$ cat src/design/aocl_pkg.sv
// Shared types, constants and codes of the A* open/closed list engine.
package aocl_pkg;

  localparam int COORD_W        = 8;
  localparam int COST_W         = 16;
  localparam int STEP_W         = 16;
  localparam int TOTAL_W        = COST_W + 1;
  localparam int KEY_W          = 2 * COORD_W;
  localparam int CFG_IDX_W      = 1;
  localparam int CFG_DATA_W     = COORD_W;
  localparam int OPEN_DEPTH_D   = 64;
  localparam int CLOSED_DEPTH_D = 256;

  localparam logic [COST_W-1:0] COST_MAX = {COST_W{1'b1}};

  // operation codes
  localparam logic [1:0] OP_BEGIN  = 2'd0;
  localparam logic [1:0] OP_SELECT = 2'd1;
  localparam logic [1:0] OP_NEIGH  = 2'd2;
  localparam logic [1:0] OP_SPARE  = 2'd3;

  // status codes
  localparam logic [2:0] ST_OK       = 3'd0;
  localparam logic [2:0] ST_GOAL     = 3'd1;
  localparam logic [2:0] ST_EMPTY    = 3'd2;
  localparam logic [2:0] ST_REPEAT   = 3'd3;
  localparam logic [2:0] ST_CLOSED   = 3'd4;
  localparam logic [2:0] ST_IMPROVED = 3'd5;
  localparam logic [2:0] ST_NOTBETTER = 3'd6;
  localparam logic [2:0] ST_FULL     = 3'd7;

  // configuration register indexes
  localparam logic [CFG_IDX_W-1:0] REG_GOAL_X = 1'd0;
  localparam logic [CFG_IDX_W-1:0] REG_GOAL_Y = 1'd1;

  typedef struct packed {
    logic [1:0]         operation;
    logic [COORD_W-1:0] cell_x;
    logic [COORD_W-1:0] cell_y;
    logic [STEP_W-1:0]  step_cost;
    logic [STEP_W-1:0]  estimate;
  } in_req_t;

  typedef struct packed {
    logic [2:0]         status;
    logic [COORD_W-1:0] node_x;
    logic [COORD_W-1:0] node_y;
    logic [COST_W-1:0]  node_cost;
    logic [TOTAL_W-1:0] node_total;
  } out_res_t;

  typedef struct packed {
    logic [KEY_W-1:0]  key;
    logic [COST_W-1:0] g;
    logic [COST_W-1:0] h;
  } open_ent_t;

  typedef enum logic [2:0] {
    S_IDLE, S_DISPATCH, S_SCAN_CLOSED, S_SCAN_OPEN, S_SHIFT
  } state_t;

  typedef enum logic [2:0] {
    SCAN_NONE, SCAN_CLOSED_M, SCAN_MIN, SCAN_MATCH, SCAN_SHIFT
  } scan_mode_t;

  typedef enum logic [2:0] {
    FIN_NONE, FIN_BEGIN, FIN_NOP, FIN_EMPTY, FIN_SKIP, FIN_SEL, FIN_NBR
  } fin_t;

  typedef struct packed {
    logic       load;
    logic       scan_start;
    scan_mode_t scan_mode;
    fin_t       fin;
  } dp_cmd_t;

  typedef struct packed {
    logic [1:0] op;
    logic       open_empty;
    logic       closed_full;
    logic       found;
    logic       done;
  } dp_stat_t;

endpackage

$ cat src/design/aocl_ctrl.sv
// Controller state machine: sequences list scans and the finishing step of each request.
module aocl_ctrl import aocl_pkg::*; (
  input  logic     clk,
  input  logic     rst_n,
  input  logic     start,
  output logic     busy,
  input  dp_stat_t st,
  output dp_cmd_t  cmd
);

  state_t state_r, state_nxt;

  always_ff @(posedge clk) begin
    if (!rst_n) begin
      state_r <= S_IDLE;
    end else begin
      state_r <= state_nxt;
    end
  end

  always_comb begin
    state_nxt      = state_r;
    cmd.load       = 1'b0;
    cmd.scan_start = 1'b0;
    cmd.scan_mode  = SCAN_NONE;
    cmd.fin        = FIN_NONE;
    busy           = (state_r != S_IDLE);
    case (state_r)
      S_IDLE: begin
        if (start) begin
          cmd.load  = 1'b1;
          state_nxt = S_DISPATCH;
        end
      end
      S_DISPATCH: begin
        case (st.op)
          OP_BEGIN: begin
            cmd.fin   = FIN_BEGIN;
            state_nxt = S_IDLE;
          end
          OP_SELECT: begin
            if (st.open_empty) begin
              cmd.fin   = FIN_EMPTY;
              state_nxt = S_IDLE;
            end else begin
              cmd.scan_start = 1'b1;
              cmd.scan_mode  = SCAN_MIN;
              state_nxt      = S_SCAN_OPEN;
            end
          end
          OP_NEIGH: begin
            cmd.scan_start = 1'b1;
            cmd.scan_mode  = SCAN_CLOSED_M;
            state_nxt      = S_SCAN_CLOSED;
          end
          default: begin
            cmd.fin   = FIN_NOP;
            state_nxt = S_IDLE;
          end
        endcase
      end
      S_SCAN_CLOSED: begin
        if (st.done) begin
          if (st.found) begin
            cmd.fin   = FIN_SKIP;
            state_nxt = S_IDLE;
          end else begin
            cmd.scan_start = 1'b1;
            cmd.scan_mode  = SCAN_MATCH;
            state_nxt      = S_SCAN_OPEN;
          end
        end
      end
      S_SCAN_OPEN: begin
        if (st.done) begin
          if (st.op != OP_SELECT) begin
            cmd.fin   = FIN_NBR;
            state_nxt = S_IDLE;
          end else if (st.closed_full) begin
            cmd.fin   = FIN_SEL;
            state_nxt = S_IDLE;
          end else begin
            // close the gap left by the chosen entry
            cmd.scan_start = 1'b1;
            cmd.scan_mode  = SCAN_SHIFT;
            state_nxt      = S_SHIFT;
          end
        end
      end
      S_SHIFT: begin
        if (st.done) begin
          cmd.fin   = FIN_SEL;
          state_nxt = S_IDLE;
        end
      end
      default: begin
        state_nxt = S_IDLE;
      end
    endcase
  end

endmodule

$ cat config.mk
export PLATFORM = sky130hd
export DESIGN_NAME = aocl_ctrl
export DESIGN_NICKNAME = d
export VERILOG_FILES = /design/src/design/aocl_pkg.sv /design/src/design/aocl_ctrl.sv
export SDC_FILE = /design/constraint.sdc
export NUM_CORES = 1
export LEC_CHECK = 0
export BUFFER_PORTS_ARGS = -buffer_cell sky130_fd_sc_hd__clkbuf_2
export CORE_MARGIN = 2
export CORE_UTILIZATION = 30
export DETAILED_ROUTE_END_ITERATION = 16
export PLACE_DENSITY = 0.64
export SLEW_MARGIN = 10
export SYNTH_ARGS = -nofsm -noshare
export SYNTH_HDL_FRONTEND = slang
export SYNTH_SLANG_ARGS = --single-unit
$ cat constraint.sdc
create_clock -name clk -period 1.1 [get_ports clk]
set_clock_uncertainty 0.05 [all_clocks]
set_input_delay 0.055 -clock clk [delete_from_list [all_inputs] [get_ports clk]]
set_output_delay 0.055 -clock clk [all_outputs]
set_load 0.02 [all_outputs]
==> results of run 1 <==
[repair_timing]
item                       4_1_cts  5_1_grt
buffers inserted                 2        0
gates resized for setup         28        7
gates cloned                     0        0
setup endpoints to repair       11       12
pin swaps                        5        3
[logic make-up (layout without fill, tap and decap cells)]
group                    after synthesis  count (layout)  synth area share [%]
flip-flops                             3               3                 14.16
AND/OR/NAND/NOR                       24              24                 35.40
buffers and inverters                  7              38                 7.078
multiplexers                           1               1                 2.655
adder cells (fa/ha/maj)                5               5                 14.75
AO/OA/AOI/OAI                         17              17                 25.96
[cells in the mapped netlist, drive strengths merged (2+ instances only)]
cell	instances
a211oi	4
a21oi	4
and3	2
and3b	2
buf	3
dfxtp	3
ha	5
inv	4
nand2	4
nand2b	3
nand3b	2
nor2	2
nor2b	3
nor4	2
o21a	3
o21ai	4
[critical path, delay by kind of cell (launching register included)]
| kind | cells | cell delay (ps) |
|---|---|---|
| DFF | 1 | 370 |
| AOI/OAI and AO/OA | 2 | 370 |
| and+or+nand+nor | 1 | 200 |
| buffers and inverters | 1 | 150 |
[layout make-up]
| class | instances | area (sq um) |
|---|---|---|
| Sequential cell | 3 | 71.32 |
| Timing Repair Buffer | 30 | 255.2 |
| Multi-Input combinational cell | 47 | 391.6 |
| Inverter | 4 | 17.52 |
| Tap cell | 15 | 18.77 |
| Clock buffer | 4 | 26.28 |
| Fill cell | 118 | 536.8 |
[path summary, 6_finish.rpt]
| check | slack [ps] | cells past startpoint | endpoint | start |
|---|---|---|---|---|
| setup / recovery | -330 | 4 | cmd[0] | state_r[2] |
| hold / removal | 10 | 2 | state_r[2] | rst_n |
| setup reg to reg | -180 | 5 | state_r[0] | state_r[1] |
| hold reg to reg | 690 | 3 | state_r[1] | state_r[1] |
[where the power goes]
group	total, W	switching (W)	internal [W]
Sequential	0.000119	0.00000897	0.000110
Combinational	0.000215	0.000107	0.000108
Clock	0.000198	0.0000617	0.000136
[stage by stage]
stage	cells	cell area, sq um	total power [W]	hold slack [ps]	utilization (%)
global placement	97	618.1	0.0002890	235.0	46.91
CTS	103	767.0	0.0005272	10.45	58.21
global route	103	780.7	0.0005646	17.61	59.26
floorplan	57	451.7	0.0002203	122.7	-
finish	103	780.7	0.0005319	14.32	59.26
detailed placement	97	618.1	0.0002913	243.9	46.91
[layer usage]
metal | track usage [%] | share of wire [%] | vias up
met2 | 33.44 | 57 | 14
li1 | - | - | 270
met1 | 20.68 | 40 | 247
met5 | 0 | 0 | -
met3 | 3.913 | 2.6 | 0
met4 | 7.742 | 0 | 0
==> summary.md, run 1 <==
| Metric | Value |
|---|---|
| Status | `finished, violations left` |
| Failing checks | `setup timing` |
| Fmax | `roughly 700 MHz` |
| Post-Syn Instances | `57` |
| Routed wire per std cell | `between 10 and 15 um` |
| Post-synthesis sequential area ratio | `between 10 and 15%` |
| Place WS | `-170.7 ps` |
| Grt ovf | `0` |
| Global-route wire length before repair | `2394 um` |
| Share of layout cells above drive strength 1 | `between 50 and 60%` |
| # IOs | `18` |
| Worst path required time | `1000 ps` |
| Final Hold Viols | `0` |
| Layout Nets | `~100` |
| CTS root buffer | `clkbuf_4` |
| Cell taking the most area after synthesis | `ha_1` |
| Final wirelength | `approximately 1500 um` |
| Ys flop type | `dfxtp_1` |
| Die Ht | `roughly 42 um` |
| Worst slew pin tran | `between 200 and 250 ps` |
| Biggest register | `state_r` |
| FFs w/ async S/R, synth | `0%` |
| H-tree depth | `1` |
| Critical Path, Cell by Cell | `and3b_1 -> a32o_1 -> a21o_1 -> clkbuf_2` |
| Slew Viols, Final | `0` |
| RSZ-0062 raised after global routing | `yes` |
| DR iter-0 viols | `6` |
| Crit path max fanout | `7` |
| Mapped cell area | `424.2 sq um` |
| Leakage power | `approximately 0.38 nW` |
| FP Rows | `13` |
| Via count | `531` |
| Most frequent cells in the layout | `12 x buf_4, 9 x clkbuf_2, 6 x clkbuf_8` |
| Fin crit share | `129.6%` |
| CP max-delay cell | `dfxtp_4` |
| Worst-path clk slew | `about 40 ps` |
| Via-to-Cell Ratio | `between 5 and 6` |
| Final Setup Violations | `10` |
| Largest cells by area after synthesis | `ha_1 15%, dfxtp_1 14%, a211oi_1 7.1%, o21a_1 5.3%, a21oi_1 4.7%` |
| #FFs+latches synth | `3` |
| Biggest regs | `state_r (3)` |
| Synth unique cells | `23` |
| Setup slack after layout | `-325.9 ps` |
| Inserted Diodes | `0` |
| CTS tree | `built` |
| Setup TNS | `-2296 ps` |
| Largest register FFs | `3` |
| Critical path capture point type | `output port` |
| All-Layer GR Usage | `18.53%` |
| Worst path arrival time | `around 1300 ps` |
| Initial antenna violation count | `0` |
| DR pass1 iterations | `4` |
| Syn avg cell area | `~7.4 sq um` |
| Port Buffers | `17` |
| HPWL after DPL | `between 900 and 1000 um` |
| Max stage delay on crit path | `approximately 370 ps` |
| Pwr/cell area | `between 600 and 700 mW/mm^2` |
| DRC viols | `0` |
| GP Congestion | `just under 0.8` |
| Mapped Nets | `~70` |
| Top-area cell type share of the netlist area | `roughly 15%` |
| Initial Utilization | `approximately 32%` |
| Maximum clock path buffer count | `2` |
| Relative slew slack | `approximately 83%` |
| Kind of critical path | `flip-flop to output port` |
| Post-route minimum period | `around 1400 ps` |
| Clock sink total | `3` |
| Vias in the first global route | `about 520` |
| Clk_lat worst skew | `between 200 and 250 ps` |
| Number of flops mapped to enable cells by yosys | `0` |
| Startpoint Class | `flip-flop` |
| Die X | `~42 um` |
| Cts hold-fix bufs | `0` |
| Most common cell after layout, fill and taps aside | `buf_4` |
| Max Cap Viol | `0` |
| Die area | `about 0.0017 sq mm` |
| Core Region | `0.001318 sq mm` |
| Cts bufs inserted | `3` |
| Largest net degree at the start of global routing | `11` |
| Layout area overhead | `84.07%` |
| VDD IR-drop max | `roughly 0.38 mV` |
| YS warnings | `0` |
| Post-DRT Antenna Nets | `0` |
| HP Class | `primary input to flip-flop` |
(Power assumes the default switching activity.)
==> run 2, diff against run 1 <==
--- a/config.mk
+++ b/config.mk
@@ -10,6 +10,7 @@
 export CORE_UTILIZATION = 30
 export DETAILED_ROUTE_END_ITERATION = 16
 export PLACE_DENSITY = 0.64
+export SETUP_SLACK_MARGIN = 0.05
 export SLEW_MARGIN = 10
 export SYNTH_ARGS = -nofsm -noshare
 export SYNTH_HDL_FRONTEND = slang
==> run 2 against run 1 <==
  * Highest routed layer is now met4
  * The flow still finishes with violations (setup timing)
  * Worst setup slack gained 1.3 ps
  * Non-clock buffer count rose by 4
  * Sequential power is essentially flat
==> summary.md, run 2 (same netlist as run 1, synthesis figures left out) <==
| Metric | Value |
|---|---|
| Startpoint Class | `flip-flop` |
| Largest register FFs | `3` |
| Post-DRT Antenna Nets | `0` |
| Via count | `around 540` |
| Global-route wire length before repair | `~2000 um` |
| Critical Path, Cell by Cell | `and3b_1 -> a32o_1 -> a21o_1 -> clkbuf_8` |
| GP Congestion | `around 0.75` |
| Routed wire per std cell | `about 11 um` |
| Biggest regs | `state_r (3)` |
| Crit path max fanout | `9` |
| Most common cell after layout, fill and taps aside | `buf_4` |
| Post-route minimum period | `around 1400 ps` |
| DR pass1 iterations | `2` |
| Status | `finished, violations left` |
| Worst path required time | `1000 ps` |
| Flop pwr share | `between 20% and 30%` |
| Internal | `between 0.0003 and 0.0004 W` |
| VDD IR-drop max | `about 0.35 mV` |
| Placed cell area | `603.1 sq um` |
| CP max-delay cell | `dfxtp_4` |
| CTS tree | `built` |
| Via-to-Cell Ratio | `about 5.1` |
| Initial antenna violation count | `0` |
| Critical path capture point type | `output port` |
| Gate power share | `about two fifths` |
| Clk_lat worst skew | `~240 ps` |
| Fmax | `701.9 MHz` |
| Kind of critical path | `flip-flop to output port` |
| Final Hold Viols | `0` |
| Worst-path clk slew | `approximately 40 ps` |
| FP Rows | `13` |
| Largest net degree at the start of global routing | `11` |
| DR iter-0 viols | `1` |
| Finished Layout Cells | `107` |
| Inserted Diodes | `0` |
| Final wirelength | `1227 um` |
| CTS root buffer | `clkbuf_4` |
| Setup slack after layout | `-324.6 ps` |
| Leakage power | `slightly above 0.4 nW` |
| Grt ovf | `0` |
| Most frequent cells in the layout | `13 x buf_4, 9 x clkbuf_2, 5 x ha_1, 5 x buf_6` |
| Slew Viols, Final | `0` |
| Vias in the first global route | `486` |
| HP Class | `primary input to flip-flop` |
| RSZ-0062 raised after global routing | `yes` |
| Die Ht | `~42 um` |
| Post-Place Cells | `95` |
| Maximum clock path buffer count | `2` |
| H-tree depth | `1` |
| Post-route cell area | `approximately 820 sq um` |
| DRC viols | `0` |
| All-Layer GR Usage | `between 10% and 20%` |
| Worst slew pin tran | `250.2 ps` |
| Relative slew slack | `83.17%` |
| Layout Nets | `roughly 110` |
| Final Setup Violations | `11` |
| HPWL after DPL | `a little under 900 um` |
| Die area | `0.001731 sq mm` |
| Layout area overhead | `92.92%` |
| # fillers | `between 100 and 150` |
| Share of layout cells above drive strength 1 | `a little under 60%` |
| Worst hold slack | `roughly 110 ps` |
| Max stage delay on crit path | `360 ps` |
| Die X | `41.60 um` |
| Biggest register | `state_r` |
| Clock sink total | `3` |
| Cts bufs inserted | `3` |
| Worst path arrival time | `about 1300 ps` |
| Switch Pwr | `roughly 0.00017 W` |
| Fin crit share | `129.5%` |
| Initial Utilization | `around 32%` |
| Pwr/cell area | `between 600 and 700 mW/mm^2` |
| Max Cap Viol | `0` |
| # IOs | `18` |
| Clock share of power | `a little under two fifths` |
| Failing checks | `setup timing` |
| Core Region | `roughly 0.0013 sq mm` |
| Port Buffers | `17` |
| Sw frac | `32.19%` |
run 2: changes by cell type in the layout (fill, tap and decap cells not counted), sizes merged:
cell         change
clkbuf           -3
buf              +6
dlygate4sd3      +1
run 2: power by group through the flow:
stage	logic (W)	registers, W	clock network, W
finish	0.000220	0.000117	0.000198
global route	0.000237	0.000118	0.000216
CTS	0.000210	0.000117	0.000200
detailed placement	0.000166	0.000124	0
global placement	0.000163	0.000124	0
floorplan	0.000100	0.000118	0
run 2: what timing repair did:
| action | CTS | global route |
|---|---|---|
| endpoints found under the hold margin | 1 | 0 |
| buffers inserted | 4 | 3 |
| hold buffers | 1 | 0 |
| pin swaps | 8 | 4 |
| resized for setup | 29 | 9 |
| cloned | 0 | 0 |
| setup endpoints to repair | 12 | 12 |
run 2: per-layer routing:
layer | GRT usage [%] | vias to the layer above | share of wire (%)
met2 | 24.38 | 16 | 51
li1 | - | 277 | -
met5 | 0 | - | 0
met3 | 2.609 | 5 | 4.0
met1 | 18.02 | 245 | 43
met4 | 9.677 | 0 | 2.8
run 2: layout make-up:
cell class	count	area (sq um)	share of cell area (%)
repair buffers	34	295.3	36.09
multi-input cells	47	389.1	47.55
flip-flops and latches	3	71.32	8.716
clock buffers	4	26.28	3.211
inverters	4	17.52	2.141
well taps	15	18.77	2.294
run 2: worst paths after layout:
path	endpoint	cells past startpoint	slack (ps)	start
worst max register to register	state_r[0]	4	-130	state_r[1]
worst min-delay path	state_r[0]	4	110	st[3]
worst max-delay path	cmd[0]	4	-320	state_r[1]
worst min register to register	state_r[0]	4	670	state_r[2]
run 2: critical path, delay by kind of cell, from the launching register on:
kind	cells	cell delay [ps]
AOI/OAI and AO/OA	2	360
buffers and inverters	1	140
DFF	1	360
and+or+nand+nor	1	200
run 2: per-stage QoR:
step           util [%]  worst slack (ps)  power (W)  TNS, ps
6_report          62.11            -324.6  0.0005350    -2335
5_1_grt           62.11            -374.9  0.0005710    -2910
4_1_cts           59.26            -323.9  0.0005273    -2283
3_5_place_dp      45.77            -159.4  0.0002899   -666.1
3_3_place_gp      45.77            -133.6  0.0002874   -520.9
2_1_floorplan         -            -11.31  0.0002189   -15.82
==> run 3, diff against run 2 <==
--- a/config.mk
+++ b/config.mk
@@ -6,10 +6,10 @@
 export NUM_CORES = 1
 export LEC_CHECK = 0
 export BUFFER_PORTS_ARGS = -buffer_cell sky130_fd_sc_hd__clkbuf_2
-export CORE_MARGIN = 2
-export CORE_UTILIZATION = 30
+export CORE_AREA = 2 2 39 41
 export DETAILED_ROUTE_END_ITERATION = 16
-export PLACE_DENSITY = 0.64
+export DIE_AREA = 0 0 41 43
+export PLACE_DENSITY = 0.66
 export SETUP_SLACK_MARGIN = 0.05
 export SLEW_MARGIN = 10
 export SYNTH_ARGS = -nofsm -noshare
==> run 3 against run 2 <==
  * The flow still finishes with violations (setup timing)
  * Cell area is 9.2% higher
  * First-iteration DRC count rose to 8.0 times the previous value
  * Combinational power is 14% higher
  * Core utilization grew 2.4 points
  * Register-to-register slack got worse by 170 ps
  * Non-clock buffer count is 3 higher
  * Sequential share of layout area decreased by 0.73 points
  * Worst hold slack improved by 63 ps
==> summary.md, run 3 (same netlist as run 1, synthesis figures left out) <==
| Metric | Value |
|---|---|
| Status | `finished, violations left` |
| Failing checks | `setup timing` |
| Critical path capture point type | `output port` |
| Final Setup Violations | `12` |
| Final wirelength | `about 1700 um` |
| Slew Viols, Final | `0` |
| Layout Nets | `110` |
| Hold_sp | `st[3]` |
| All-Layer GR Usage | `roughly 17%` |
| Largest net degree at the start of global routing | `12` |
| Worst slew pin tran | `around 330 ps` |
| HPWL after DPL | `just under 900 um` |
| Biggest register | `state_r` |
| VDD IR-drop max | `roughly 0.85 mV` |
| Most frequent cells in the layout | `13 x buf_4, 9 x buf_6, 8 x clkbuf_2` |
| Post-DRT Antenna Nets | `0` |
| Global-route wire length before repair | `roughly 2000 um` |
| Hold Path End | `state_r[0]` |
| Die area | `between 0.0015 and 0.002 sq mm` |
| Die X | `41 um` |
| DRC viols | `0` |
| Total power | `0.0005839 W` |
| Relative slew slack | `between 70% and 80%` |
| Vias in the first global route | `between 500 and 600` |
| DR iter-0 viols | `8` |
| Worst hold slack | `between 150 and 200 ps` |
| Post-route minimum period | `roughly 1500 ps` |
| Clk_lat worst skew | `between 200 and 250 ps` |
| Via count | `between 500 and 600` |
| Sequential standard cell area | `just over 70 sq um` |
| Cts bufs inserted | `3` |
| Layout area overhead | `110.6%` |
| Port Buffers | `17` |
| Worst path required time | `1000 ps` |
| CTS root buffer | `clkbuf_4` |
| Biggest regs | `state_r (3)` |
| Reg-to-reg startpoint | `state_r[1]` |
| Startpoint Class | `flip-flop` |
| HP Class | `primary input to flip-flop` |
| Core Region | `0.001384 sq mm` |
| Initial antenna violation count | `0` |
| Initial Utilization | `30.65%` |
| # IOs | `18` |
| Pwr/cell area | `around 650 mW/mm^2` |
| Crit path max fanout | `5` |
| Fin crit share | `131.9%` |
| Worst path arrival time | `roughly 1400 ps` |
| Die Ht | `43 um` |
| Clock sink total | `3` |
| Fmax | `~690 MHz` |
| Max Cap Viol | `0` |
| Kind of critical path | `flip-flop to output port` |
| Reg2reg path depth | `5` |
| H-tree depth | `1` |
| CTS tree | `built` |
| RSZ-0062 raised after global routing | `yes` |
| R2R Setup Slk | `-300 ps` |
| Worst-path clk slew | `around 40 ps` |
| Final Hold Viols | `0` |
| Area of the multi-input gates | `between 400 and 500 sq um` |
| Post-Place Cells | `96` |
| Share of layout cells above drive strength 1 | `~66%` |
| Most common cell after layout, fill and taps aside | `buf_4` |
| Setup slack after layout | `-350.9 ps` |
| FP Rows | `14` |
| DR pass1 iterations | `4` |
| Place WS | `-152.5 ps` |
| Finished Layout Cells | `between 100 and 150` |
| Routed wire per std cell | `approximately 15 um` |
| Hold depth | `4` |
| Via-to-Cell Ratio | `between 5 and 6` |
| Maximum clock path buffer count | `2` |
| Leakage power | `approximately 0.43 nW` |
| FF-to-FF End | `state_r[0]` |
| Finished Core Util | `between 60% and 70%` |
| # fillers | `113` |
| Inserted Diodes | `0` |
| GP Congestion | `between 0.7 and 0.8` |
| Largest register FFs | `3` |
| Grt ovf | `0` |
-- run 3: worst max path at each step --
| stage | start | endpoint | slack, ps | cells after the start |
|---|---|---|---|---|
| 2_1_floorplan | state_r[2] | cmd[6] | -10 | 3 |
| 3_3_place_gp | state_r[2] | cmd[0] | -150 | 4 |
| 3_5_place_dp | state_r[2] | cmd[0] | -150 | 4 |
| 4_1_cts | state_r[2] | cmd[0] | -370 | 4 |
| 5_1_grt | state_r[2] | cmd[6] | -400 | 5 |
| 6_report | state_r[2] | cmd[6] | -350 | 4 |
-- run 3: critical path, cell delays in order (launching register included) --
cell	delay, ps
dfxtp_4	370
and3b_2	220
and3_4	180
nand3b_1	160
clkbuf_8	160
-- run 3: area by class of cell --
type                            instances  share of cell area [%]
Tap cell                               16                   2.241
Inverter                                4                   1.961
Sequential cell                         3                   7.983
Timing Repair Buffer                   37                   37.68
Multi-Input combinational cell         47                   47.20
Clock buffer                            4                   2.941
-- run 3: repair_timing --
item | 4_1_cts | 5_1_grt
pin swaps | 3 | 8
gates resized for setup | 28 | 28
setup buffers | 6 | 4
endpoints found under the hold margin | 2 | 0
hold buffers | 1 | 0
endpoints found under the setup margin | 12 | 12
-- run 3: metrics by stage --
| step | area, sq um | setup TNS, ps |
|---|---|---|
| detailed placement | 604.3 | -694.8 |
| floorplan | 452.9 | -15.82 |
| global placement | 604.3 | -553.3 |
| global route | 893.4 | -3677 |
| CTS | 787.0 | -2694 |
| finish | 893.4 | -3137 |
-- run 3: where the power goes --
| group | switching (W) | internal (W) | total (W) |
|---|---|---|---|
| Combinational | 0.000117 | 0.000133 | 0.000250 |
| Clock | 0.0000744 | 0.000137 | 0.000211 |
| Sequential | 0.0000116 | 0.000110 | 0.000122 |
| Total | 0.000203 | 0.000381 | 0.000584 |
-- run 3: per-layer routing --
layer,global-route usage [%],vias to the layer above,share of wire [%]
met4,4.000,0,0.83
met2,30.63,19,55
li1,-,279,-
met3,6.283,2,4.2
met5,0,-,0
met1,17.78,280,40
